File: src/design/fpd_pkg.sv
// shared types and constants of the flight phase detector
package fpd_pkg;

   localparam int VEL_W       = 24;
   localparam int TIME_W      = 32;
   localparam int CNT_W       = 8;
   localparam int CSR_INDEX_W = 3;
   localparam int CSR_DATA_W  = 32;

   localparam logic [CNT_W-1:0] CNT_MAX = {CNT_W{1'b1}};

   // register indexes of the configuration port
   localparam logic [CSR_INDEX_W-1:0] CSR_START_VEL  = 3'd0;
   localparam logic [CSR_INDEX_W-1:0] CSR_STOP_VEL   = 3'd1;
   localparam logic [CSR_INDEX_W-1:0] CSR_SMOOTH_END = 3'd2;
   localparam logic [CSR_INDEX_W-1:0] CSR_TRANS_CNT  = 3'd3;
   localparam logic [CSR_INDEX_W-1:0] CSR_APOGEE_CNT = 3'd4;

   typedef enum logic [2:0] {
      STG_THRUST    = 3'd0,
      STG_TSTART    = 3'd1,
      STG_SONIC     = 3'd2,
      STG_TSTOP     = 3'd3,
      STG_SMOOTH    = 3'd4,
      STG_CRUISE    = 3'd5,
      STG_APOGEE    = 3'd6,
      STG_FALL      = 3'd7
   } stage_type;

   typedef struct packed {
      logic signed [VEL_W-1:0] start_vel;
      logic signed [VEL_W-1:0] stop_vel;
      logic [TIME_W-1:0]       smooth_end;
      logic [CNT_W-1:0]        trans_cnt;
      logic [CNT_W-1:0]        apogee_cnt;
   } cfg_type;

   typedef struct packed {
      stage_type         stage;
      logic [CNT_W-1:0]  start_cnt;
      logic [CNT_W-1:0]  end_cnt;
      logic [CNT_W-1:0]  smooth_cnt;
      logic [CNT_W-1:0]  apogee_cnt;
      logic [TIME_W-1:0] start_time;
      logic [TIME_W-1:0] end_time;
      logic [TIME_W-1:0] peak_time;
   } track_type;

endpackage

File: src/design/fpd_if.sv
// sample and result channel interfaces of the flight phase detector
interface fpd_req_if import fpd_pkg::*; ();
   logic                    valid;
   logic                    ready;
   logic signed [VEL_W-1:0] velocity;
   logic [TIME_W-1:0]       sample_time;

   modport source (output valid, velocity, sample_time, input ready);
   modport sink (input valid, velocity, sample_time, output ready);
endinterface

interface fpd_rsp_if import fpd_pkg::*; ();
   logic              valid;
   logic              ready;
   stage_type         stage;
   logic [TIME_W-1:0] transonic_start_time;
   logic [TIME_W-1:0] transonic_end_time;
   logic [TIME_W-1:0] peak_time;

   modport source (output valid, stage, transonic_start_time, transonic_end_time,
                   peak_time, input ready);
   modport sink (input valid, stage, transonic_start_time, transonic_end_time,
                 peak_time, output ready);
endinterface

File: src/design/fpd_csr.sv
// configuration registers of the flight phase detector
module fpd_csr import fpd_pkg::*; (
   input  logic                   clock,
   input  logic                   reset,
   input  logic                   csr_wr_en,
   input  logic [CSR_INDEX_W-1:0] csr_index,
   input  logic [CSR_DATA_W-1:0]  csr_wr_data,
   output cfg_type                cfg
);

   cfg_type cfg_ff;

   always_ff @(posedge clock) begin
      if (reset) begin
         cfg_ff.start_vel  <= '0;
         cfg_ff.stop_vel   <= '0;
         cfg_ff.smooth_end <= '0;
         cfg_ff.trans_cnt  <= CNT_W'(1);
         cfg_ff.apogee_cnt <= CNT_W'(1);
      end else if (csr_wr_en) begin
         unique case (csr_index)
            CSR_START_VEL:  cfg_ff.start_vel  <= csr_wr_data[VEL_W-1:0];
            CSR_STOP_VEL:   cfg_ff.stop_vel   <= csr_wr_data[VEL_W-1:0];
            CSR_SMOOTH_END: cfg_ff.smooth_end <= csr_wr_data[TIME_W-1:0];
            CSR_TRANS_CNT:  cfg_ff.trans_cnt  <= csr_wr_data[CNT_W-1:0];
            CSR_APOGEE_CNT: cfg_ff.apogee_cnt <= csr_wr_data[CNT_W-1:0];
            default: ;
         endcase
      end
   end

   assign cfg = cfg_ff;

endmodule

File: src/design/fpd_step.sv
// next stage, counters and captured times for one sample
module fpd_step import fpd_pkg::*; (
   input  cfg_type                 cfg,
   input  track_type               cur,
   input  logic signed [VEL_W-1:0] velocity,
   input  logic [TIME_W-1:0]       sample_time,
   output track_type               nxt
);

   // saturating increment
   function automatic logic [CNT_W-1:0] sat_inc(input logic [CNT_W-1:0] c);
      sat_inc = (c == CNT_MAX) ? c : c + CNT_W'(1);
   endfunction

   logic [CNT_W-1:0] start_inc, end_inc, smooth_inc, apogee_inc;
   logic             start_q, end_q, smooth_q, apogee_q;

   assign start_inc  = sat_inc(cur.start_cnt);
   assign end_inc    = sat_inc(cur.end_cnt);
   assign smooth_inc = sat_inc(cur.smooth_cnt);
   assign apogee_inc = sat_inc(cur.apogee_cnt);

   assign start_q  = velocity > cfg.start_vel;
   assign end_q    = velocity < cfg.stop_vel;
   assign smooth_q = sample_time > cfg.smooth_end;
   assign apogee_q = velocity[VEL_W-1] || (velocity == '0);

   always_comb begin
      nxt = cur;
      unique case (cur.stage)
         STG_THRUST: begin
            if (start_q) begin
               nxt.start_cnt = start_inc;
               if (start_inc >= cfg.trans_cnt) begin
                  nxt.start_time = sample_time;
                  nxt.stage      = STG_TSTART;
               end
            end
         end
         STG_TSTART:    nxt.stage = STG_SONIC;
         STG_SONIC: begin
            if (end_q) begin
               nxt.end_cnt = end_inc;
               if (end_inc >= cfg.trans_cnt) begin
                  nxt.end_time = sample_time;
                  nxt.stage    = STG_TSTOP;
               end
            end
         end
         STG_TSTOP:     nxt.stage = STG_SMOOTH;
         STG_SMOOTH: begin
            if (smooth_q) begin
               nxt.smooth_cnt = smooth_inc;
               if (smooth_inc >= cfg.trans_cnt) begin
                  nxt.stage = STG_CRUISE;
               end
            end
         end
         STG_CRUISE: begin
            if (apogee_q) begin
               nxt.apogee_cnt = apogee_inc;
               if (apogee_inc >= cfg.apogee_cnt) begin
                  nxt.peak_time = sample_time;
                  nxt.stage     = STG_APOGEE;
               end
            end
         end
         STG_APOGEE:    nxt.stage = STG_FALL;
         default: ;
      endcase
   end

endmodule

File: src/design/flight_phase_detector_core.sv
// top level of the flight phase detector
// Flight phase detector: each velocity sample (signed Q16.8 m/s) with its ms timestamp
// moves a fixed sequence of eight flight stages forward and produces exactly one result
// item carrying the stage after that sample and the three captured event times. An item
// waits in the input register, then moves to the output register that drives the result;
// one item is taken every cycle when the result side is ready, as the stage update is
// combinational and reads the state written by the previous item. A stalled result holds;
// back-pressure reaches the input only when both registers are full. Configuration is
// written by the user via the csr_ port only while idle; the block does not enforce it.
module flight_phase_detector_core import fpd_pkg::*; (
   input  logic                   clock,
   input  logic                   reset,
   fpd_req_if.sink                req_bus,
   fpd_rsp_if.source              rsp_bus,
   input  logic                   csr_wr_en,
   input  logic [CSR_INDEX_W-1:0] csr_index,
   input  logic [CSR_DATA_W-1:0]  csr_wr_data
);

   cfg_type   cfg;
   track_type track_ff, track_in;

   // input register
   logic                    s1_valid_ff;
   logic signed [VEL_W-1:0] s1_vel_ff;
   logic [TIME_W-1:0]       s1_time_ff;

   // output register
   logic      out_valid_ff;
   track_type out_ff;

   logic advance;

   fpd_csr u_csr (
      .clock       (clock),
      .reset       (reset),
      .csr_wr_en   (csr_wr_en),
      .csr_index   (csr_index),
      .csr_wr_data (csr_wr_data),
      .cfg         (cfg)
   );

   fpd_step u_step (
      .cfg         (cfg),
      .cur         (track_ff),
      .velocity    (s1_vel_ff),
      .sample_time (s1_time_ff),
      .nxt         (track_in)
   );

   // item moves to the output register when that register is empty or being drained
   assign advance       = s1_valid_ff && (!out_valid_ff || rsp_bus.ready);
   assign req_bus.ready = !s1_valid_ff || advance;

   always_ff @(posedge clock) begin
      if (reset) begin
         s1_valid_ff <= 1'b0;
      end else if (req_bus.ready) begin
         s1_valid_ff <= req_bus.valid;
      end
   end

   // payload of the input register, loaded on accept
   always_ff @(posedge clock) begin
      if (req_bus.valid && req_bus.ready) begin
         s1_vel_ff  <= req_bus.velocity;
         s1_time_ff <= req_bus.sample_time;
      end
   end

   // flight state: stage, qualifying counters, captured times
   always_ff @(posedge clock) begin
      if (reset) begin
         track_ff <= '0;
      end else if (advance) begin
         track_ff <= track_in;
      end
   end

   always_ff @(posedge clock) begin
      if (reset) begin
         out_valid_ff <= 1'b0;
      end else if (advance) begin
         out_valid_ff <= 1'b1;
      end else if (rsp_bus.ready) begin
         out_valid_ff <= 1'b0;
      end
   end

   // result payload, held while stalled
   always_ff @(posedge clock) begin
      if (advance) begin
         out_ff <= track_in;
      end
   end

   assign rsp_bus.valid                = out_valid_ff;
   assign rsp_bus.stage                = out_ff.stage;
   assign rsp_bus.transonic_start_time = out_ff.start_time;
   assign rsp_bus.transonic_end_time   = out_ff.end_time;
   assign rsp_bus.peak_time            = out_ff.peak_time;

endmodule

File: src/flat_wrapper.sv
// flat-port wrapper written by rule: the top's interface ports become plain ports
module flight_phase_detector_core_flat import fpd_pkg::*;
  (clock, reset, csr_wr_en, csr_index, csr_wr_data, req_bus_valid, req_bus_velocity, req_bus_sample_time, req_bus_ready, rsp_bus_valid, rsp_bus_stage, rsp_bus_transonic_start_time, rsp_bus_transonic_end_time, rsp_bus_peak_time, rsp_bus_ready);
  fpd_req_if req_bus_i ();
  fpd_rsp_if rsp_bus_i ();
  input  logic clock;
  input  logic reset;
  input  logic csr_wr_en;
  input  logic [CSR_INDEX_W-1:0] csr_index;
  input  logic [CSR_DATA_W-1:0] csr_wr_data;
  input wire logic [$bits(req_bus_i.valid)-1:0] req_bus_valid;
  input wire logic [$bits(req_bus_i.velocity)-1:0] req_bus_velocity;
  input wire logic [$bits(req_bus_i.sample_time)-1:0] req_bus_sample_time;
  output wire logic [$bits(req_bus_i.ready)-1:0] req_bus_ready;
  output wire logic [$bits(rsp_bus_i.valid)-1:0] rsp_bus_valid;
  output wire logic [$bits(rsp_bus_i.stage)-1:0] rsp_bus_stage;
  output wire logic [$bits(rsp_bus_i.transonic_start_time)-1:0] rsp_bus_transonic_start_time;
  output wire logic [$bits(rsp_bus_i.transonic_end_time)-1:0] rsp_bus_transonic_end_time;
  output wire logic [$bits(rsp_bus_i.peak_time)-1:0] rsp_bus_peak_time;
  input wire logic [$bits(rsp_bus_i.ready)-1:0] rsp_bus_ready;
  assign req_bus_i.valid = req_bus_valid;
  assign req_bus_i.velocity = req_bus_velocity;
  assign req_bus_i.sample_time = req_bus_sample_time;
  assign req_bus_ready = req_bus_i.ready;
  assign rsp_bus_valid = rsp_bus_i.valid;
  assign rsp_bus_stage = rsp_bus_i.stage;
  assign rsp_bus_transonic_start_time = rsp_bus_i.transonic_start_time;
  assign rsp_bus_transonic_end_time = rsp_bus_i.transonic_end_time;
  assign rsp_bus_peak_time = rsp_bus_i.peak_time;
  assign rsp_bus_i.ready = rsp_bus_ready;
  flight_phase_detector_core u_core (.clock(clock), .reset(reset), .req_bus(req_bus_i), .rsp_bus(rsp_bus_i), .csr_wr_en(csr_wr_en), .csr_index(csr_index), .csr_wr_data(csr_wr_data));
endmodule
File: config.mk
export PLATFORM = sky130hd
export DESIGN_NAME = flight_phase_detector_core_flat
export DESIGN_NICKNAME = d
export VERILOG_FILES = /design/src/design/fpd_pkg.sv /design/src/design/fpd_if.sv /design/src/design/fpd_csr.sv /design/src/design/fpd_step.sv /design/src/design/flight_phase_detector_core.sv /design/src/flat_wrapper.sv
export SDC_FILE = /design/constraint.sdc
export NUM_CORES = 1
export LEC_CHECK = 0
export BUFFER_PORTS_ARGS = -buffer_cell sky130_fd_sc_hd__buf_4
export CORE_MARGIN = 4
export CORE_UTILIZATION = 40
export CTS_CLUSTER_DIAMETER = 100
export CTS_CLUSTER_SIZE = 12
export DETAILED_ROUTE_END_ITERATION = 6
export PLACE_DENSITY_LB_ADDON = 0.12
export REMOVE_ABC_BUFFERS = 1
export SLEW_MARGIN = 20
export SYNTH_ARGS = -nofsm -noshare
export SYNTH_HDL_FRONTEND = slang
export SYNTH_SLANG_ARGS = --single-unit
File: constraint.sdc
create_clock -name clock -period 6 [get_ports clock]
set_clock_uncertainty 0.2 [all_clocks]
set_input_delay 0.9 -clock clock [delete_from_list [all_inputs] [get_ports clock]]
set_output_delay 0.9 -clock clock [all_outputs]
set_load 0.02 [all_outputs]
==> results.txt <==
- The flow ran to the end, and the final reports show no timing, DRC or antenna violations.
- Number of cells in the finished layout apart from fillers: ~2500
- In this run, placement finished with an instance count of 2404.
- The worst hold path terminates at u_core.track_ff[22].
* Clock sink count: about 380
- The repair_antennas step left the layout with diodes totalling 0.
* Wirelength, routed: 44800 µm
* Cell taking the most area after synthesis: edfxtp_1
- Period Utilization, post-route: a little over two thirds
* Clk root buf: clkbuf_16
* Number of DRC markers after the initial detailed-route iteration: roughly 760
- Die outline height: 216 µm
- At the worst endpoint, the required time is about 6.2 ns.
- The hold violation total from the final report is 0.
- Final instance area: approximately 20000 µm²
* Number of max-capacitance violations reported: 0
- Counting instances, the worst hold path has a depth of 2.
- In this run the critical register-to-register path is launched from u_core.track_ff[120].
- Counting flops and latches in the post-synthesis netlist gives 384.
* Setup-violating endpoint count in the final report: 0
* Area growth from synthesis to layout: 17.9%
- The routed design could run at a clock period as short as 4.24 ns.
- Start-to-end type of the worst setup path: register to register
- Post-DP HPWL: approximately 31000 µm
* Post-Syn Area per Cell: a little over 10 µm²
- Number of global-route vias before repair: approximately 12000
- Crit path launch type: register
- Core occupancy in the finished layout: roughly 48%
- P per Cell Area: between 200 and 300 nW/µm²
* Path type of the worst min-delay path: register to register
- Setup slack on the critical path of the routed design comes to about 1.8 ns.
* RSZ-0062 raised after global routing: no
- The worst pin sits at a relative slew slack of between 20% and 30%.
- In this run the number of H-tree levels came out at 2.
* Detail-routed via count per cell: 5.06
* Post-synth EDFFs: about 160
- Nets: roughly 2100
- VDD sags by at most around 0.00019 V.
- The synthesized design devotes to its leading area cell type 26.9% of total area.
- In this run the register-to-register setup slack is ~1.8 ns.
- Buffers inserted during clock tree synthesis total 37.
- Post-cts hold buffer count: 0
- The synthesized netlist occupies a cell area of ~17000 µm².
* Worst hold start: u_core.track_ff[22]
- Drt drc: 0
* Area of the die: between 40000 and 50000 µm²
- Clock-pin slew reported for the worst setup and hold paths after clock tree synthesis: 0.06 ns
- Nature of the critical path endpoint: register
* Sequential area share after synthesis: 53.4%
- Once placement finished, the instance area stood at ~19000 µm².
- The worst register-to-register path ends at u_core.track_ff[72].
* Routed len/inst: 18.1 µm
* Number of warnings printed during yosys synthesis: 0
* TritonCTS clock tree: yes
- The number of setup buffers added after CTS is 0.
- Worst Tran Pin Value: 1.12 ns
- I/O pins: 197
- Routability-driven placement finished with a final weighted congestion of 0.848.
- The floorplan step set the die width to between 200 and 250 µm.
- Counting every instance in the synthesized netlist gives around 1700.
- R2r worst-path depth: 14
- Post-synthesis async set-or-reset flop share: 0%
- Global routing used 18.8% of the available tracks.
- Largest cells by area after synthesis: edfxtp_1 (27%), dfxtp_1 (26%), ha_1 (8.3%), nand2_1 (6.6%), mux2_2 (6.6%)
- Global route overflow: 0
* Cts repair resizes: 0
- The first detailed-routing pass took 5 iterations.
- Total number of placement rows: 75
- Top cells by instance count after synthesis: nand2_1 (305), dfxtp_1 (229), a21oi_1 (183)
* Layout cells sized above 1: roughly a fifth
- At the placement stage, the worst setup path has a slack of roughly 1.6 ns.
- Largest net degree at the start of global routing: 100
* Clock Latency Late Sink: around 0.55 ns
- Counting distinct cell types in the post-synthesis netlist gives 52.
* Starting Density: between 40% and 50%
* Leakage power: slightly below 8 nW
- Yosys instantiated no cell more often than nand2_1.
- The routed layout has 12500 vias.
* Fill cell total of the finished layout: between 3000 and 4000
- First-pass GRT wire length: roughly 70000 µm
- Port buffering added between 150 and 200 buffers.
- Arrival time of the worst setup path: between 4 and 5 ns
- Antenna violation net count after detailed routing: 0
- The total count of max-transition violations in the final report was 0.
* Post-synth top flop: dfxtp_1
- Placeable Area: 42300 µm²
* CTS max path bufs: 3
- Based on the critical path, the design can be clocked at up to roughly 240 MHz.
- Antenna violations before repair: 0
* Highest fanout seen on the critical path: 17
[worst max-delay path by stage]
stage	endpoint	startpoint	depth (start not counted)	slack [ns]
final	u_core.track_ff[72]	u_core.track_ff[120]	14	1.76
after global routing	u_core.track_ff[77]	u_core.track_ff[120]	14	1.43
after CTS	u_core.track_ff[66]	u_core.track_ff[120]	14	1.70
after detailed placement	u_core.track_ff[72]	rsp_bus_ready	9	1.60
after global placement	u_core.track_ff[75]	rsp_bus_ready	9	1.65
after floorplan	u_core.track_ff[0]	u_core.track_ff[96]	13	-0.18
[power by group]
part,leakage (nW),total [mW],internal [mW],switching [mW]
registers,3.35,2.88,2.81,0.0685
logic,4.03,0.487,0.208,0.279
clock network,0.506,2.16,1.17,0.994
[area by class of cell]
cell class                      instances  area [µm²]  area share [%]
Sequential cell                       384        9240            45.3
Clock buffer                           63        1020            5.02
Clock inverter                          3        37.5           0.184
Inverter                               98         370            1.81
Multi-Input combinational cell       1135        7430            36.4
Timing Repair Buffer                  210        1580            7.74
Tap cell                              577         722            3.54
[stage by stage]
| step | total power, mW | hold slack, ns | TNS (ns) |
|---|---|---|---|
| CTS | 5.61 | 0.253 | 0 |
| detailed placement | 3.43 | 0.244 | 0 |
| global placement | 3.42 | 0.239 | 0 |
| floorplan | 3.18 | 0.225 | -7.86 |
| global route | 5.76 | 0.268 | 0 |
| finish | 5.53 | 0.252 | 0 |
[critical path, cell delays in order (launching register included)]
cell      delay [ns]
dfxtp_1         0.36
ha_1            0.24
nand2_1         0.11
nor2_1          0.05
nand2_1         0.21
mux2_2          0.40
ha_1            0.28
nand2_1         0.04
o21ai_0         0.17
a41oi_1         0.13
o21ai_0         0.45
a21boi_4        0.74
buf_4           0.43
mux2i_1         0.24
nor2_1          0.05
[cell families after synthesis]
kind of cell | share of synthesized area [%]
DFF | 53.4
xor gates and xnor gates | 1.37
adders and majority gates | 8.32
and+or+nand+nor | 13.7
buffers and inverters | 3.85
AOI/OAI and AO/OA | 8.38
muxes | 11.0
[registers in the layout (all words and copies together), names as in the netlist]
name                                 count
u_core.rsp_bus.transonic_end_time       32
u_core.s1_vel_ff                        24
u_core.s1_valid_ff                       1
u_core.rsp_bus.valid                     1
u_core.s1_time_ff                       32
u_core.rsp_bus.transonic_start_time     32
u_core.rsp_bus.stage                     3
u_core.u_csr.cfg                        96
u_core.rsp_bus.peak_time                32
u_core.track_ff                        131
[metal layers]
layer  part of all wire, %  global-route usage [%]  routed length, µm  vias to the layer above
met5                     0                       0                  0                        -
met4                   2.0                    4.86                898                        0
met3                   4.5                    3.05               2010                       61
met2                    46                    30.5              20500                      266
met1                    48                    26.3              21400                     5958
li1                      -                       -                  -                     6206
[layout by cell type (no fill, tap or decap), types with 8 or more instances in the layout]
cell / instances
mux2_2: 101
ha_1: 115
o21ai_0: 20
clkbuf_1: 26
clkbuf_16: 37
xnor2_1: 14
nor4_1: 8
a21oi_1: 183
nor2_1: 130
nor3_1: 9
inv_1: 97
mux2i_1: 76
nand2b_1: 13
nand4_1: 20
xor2_1: 13
nor2b_1: 10
nand3_1: 34
dfxtp_1: 229
buf_4: 209
nand2_1: 304
a21o_1: 12
edfxtp_1: 155
(Power assumes the default switching activity.)
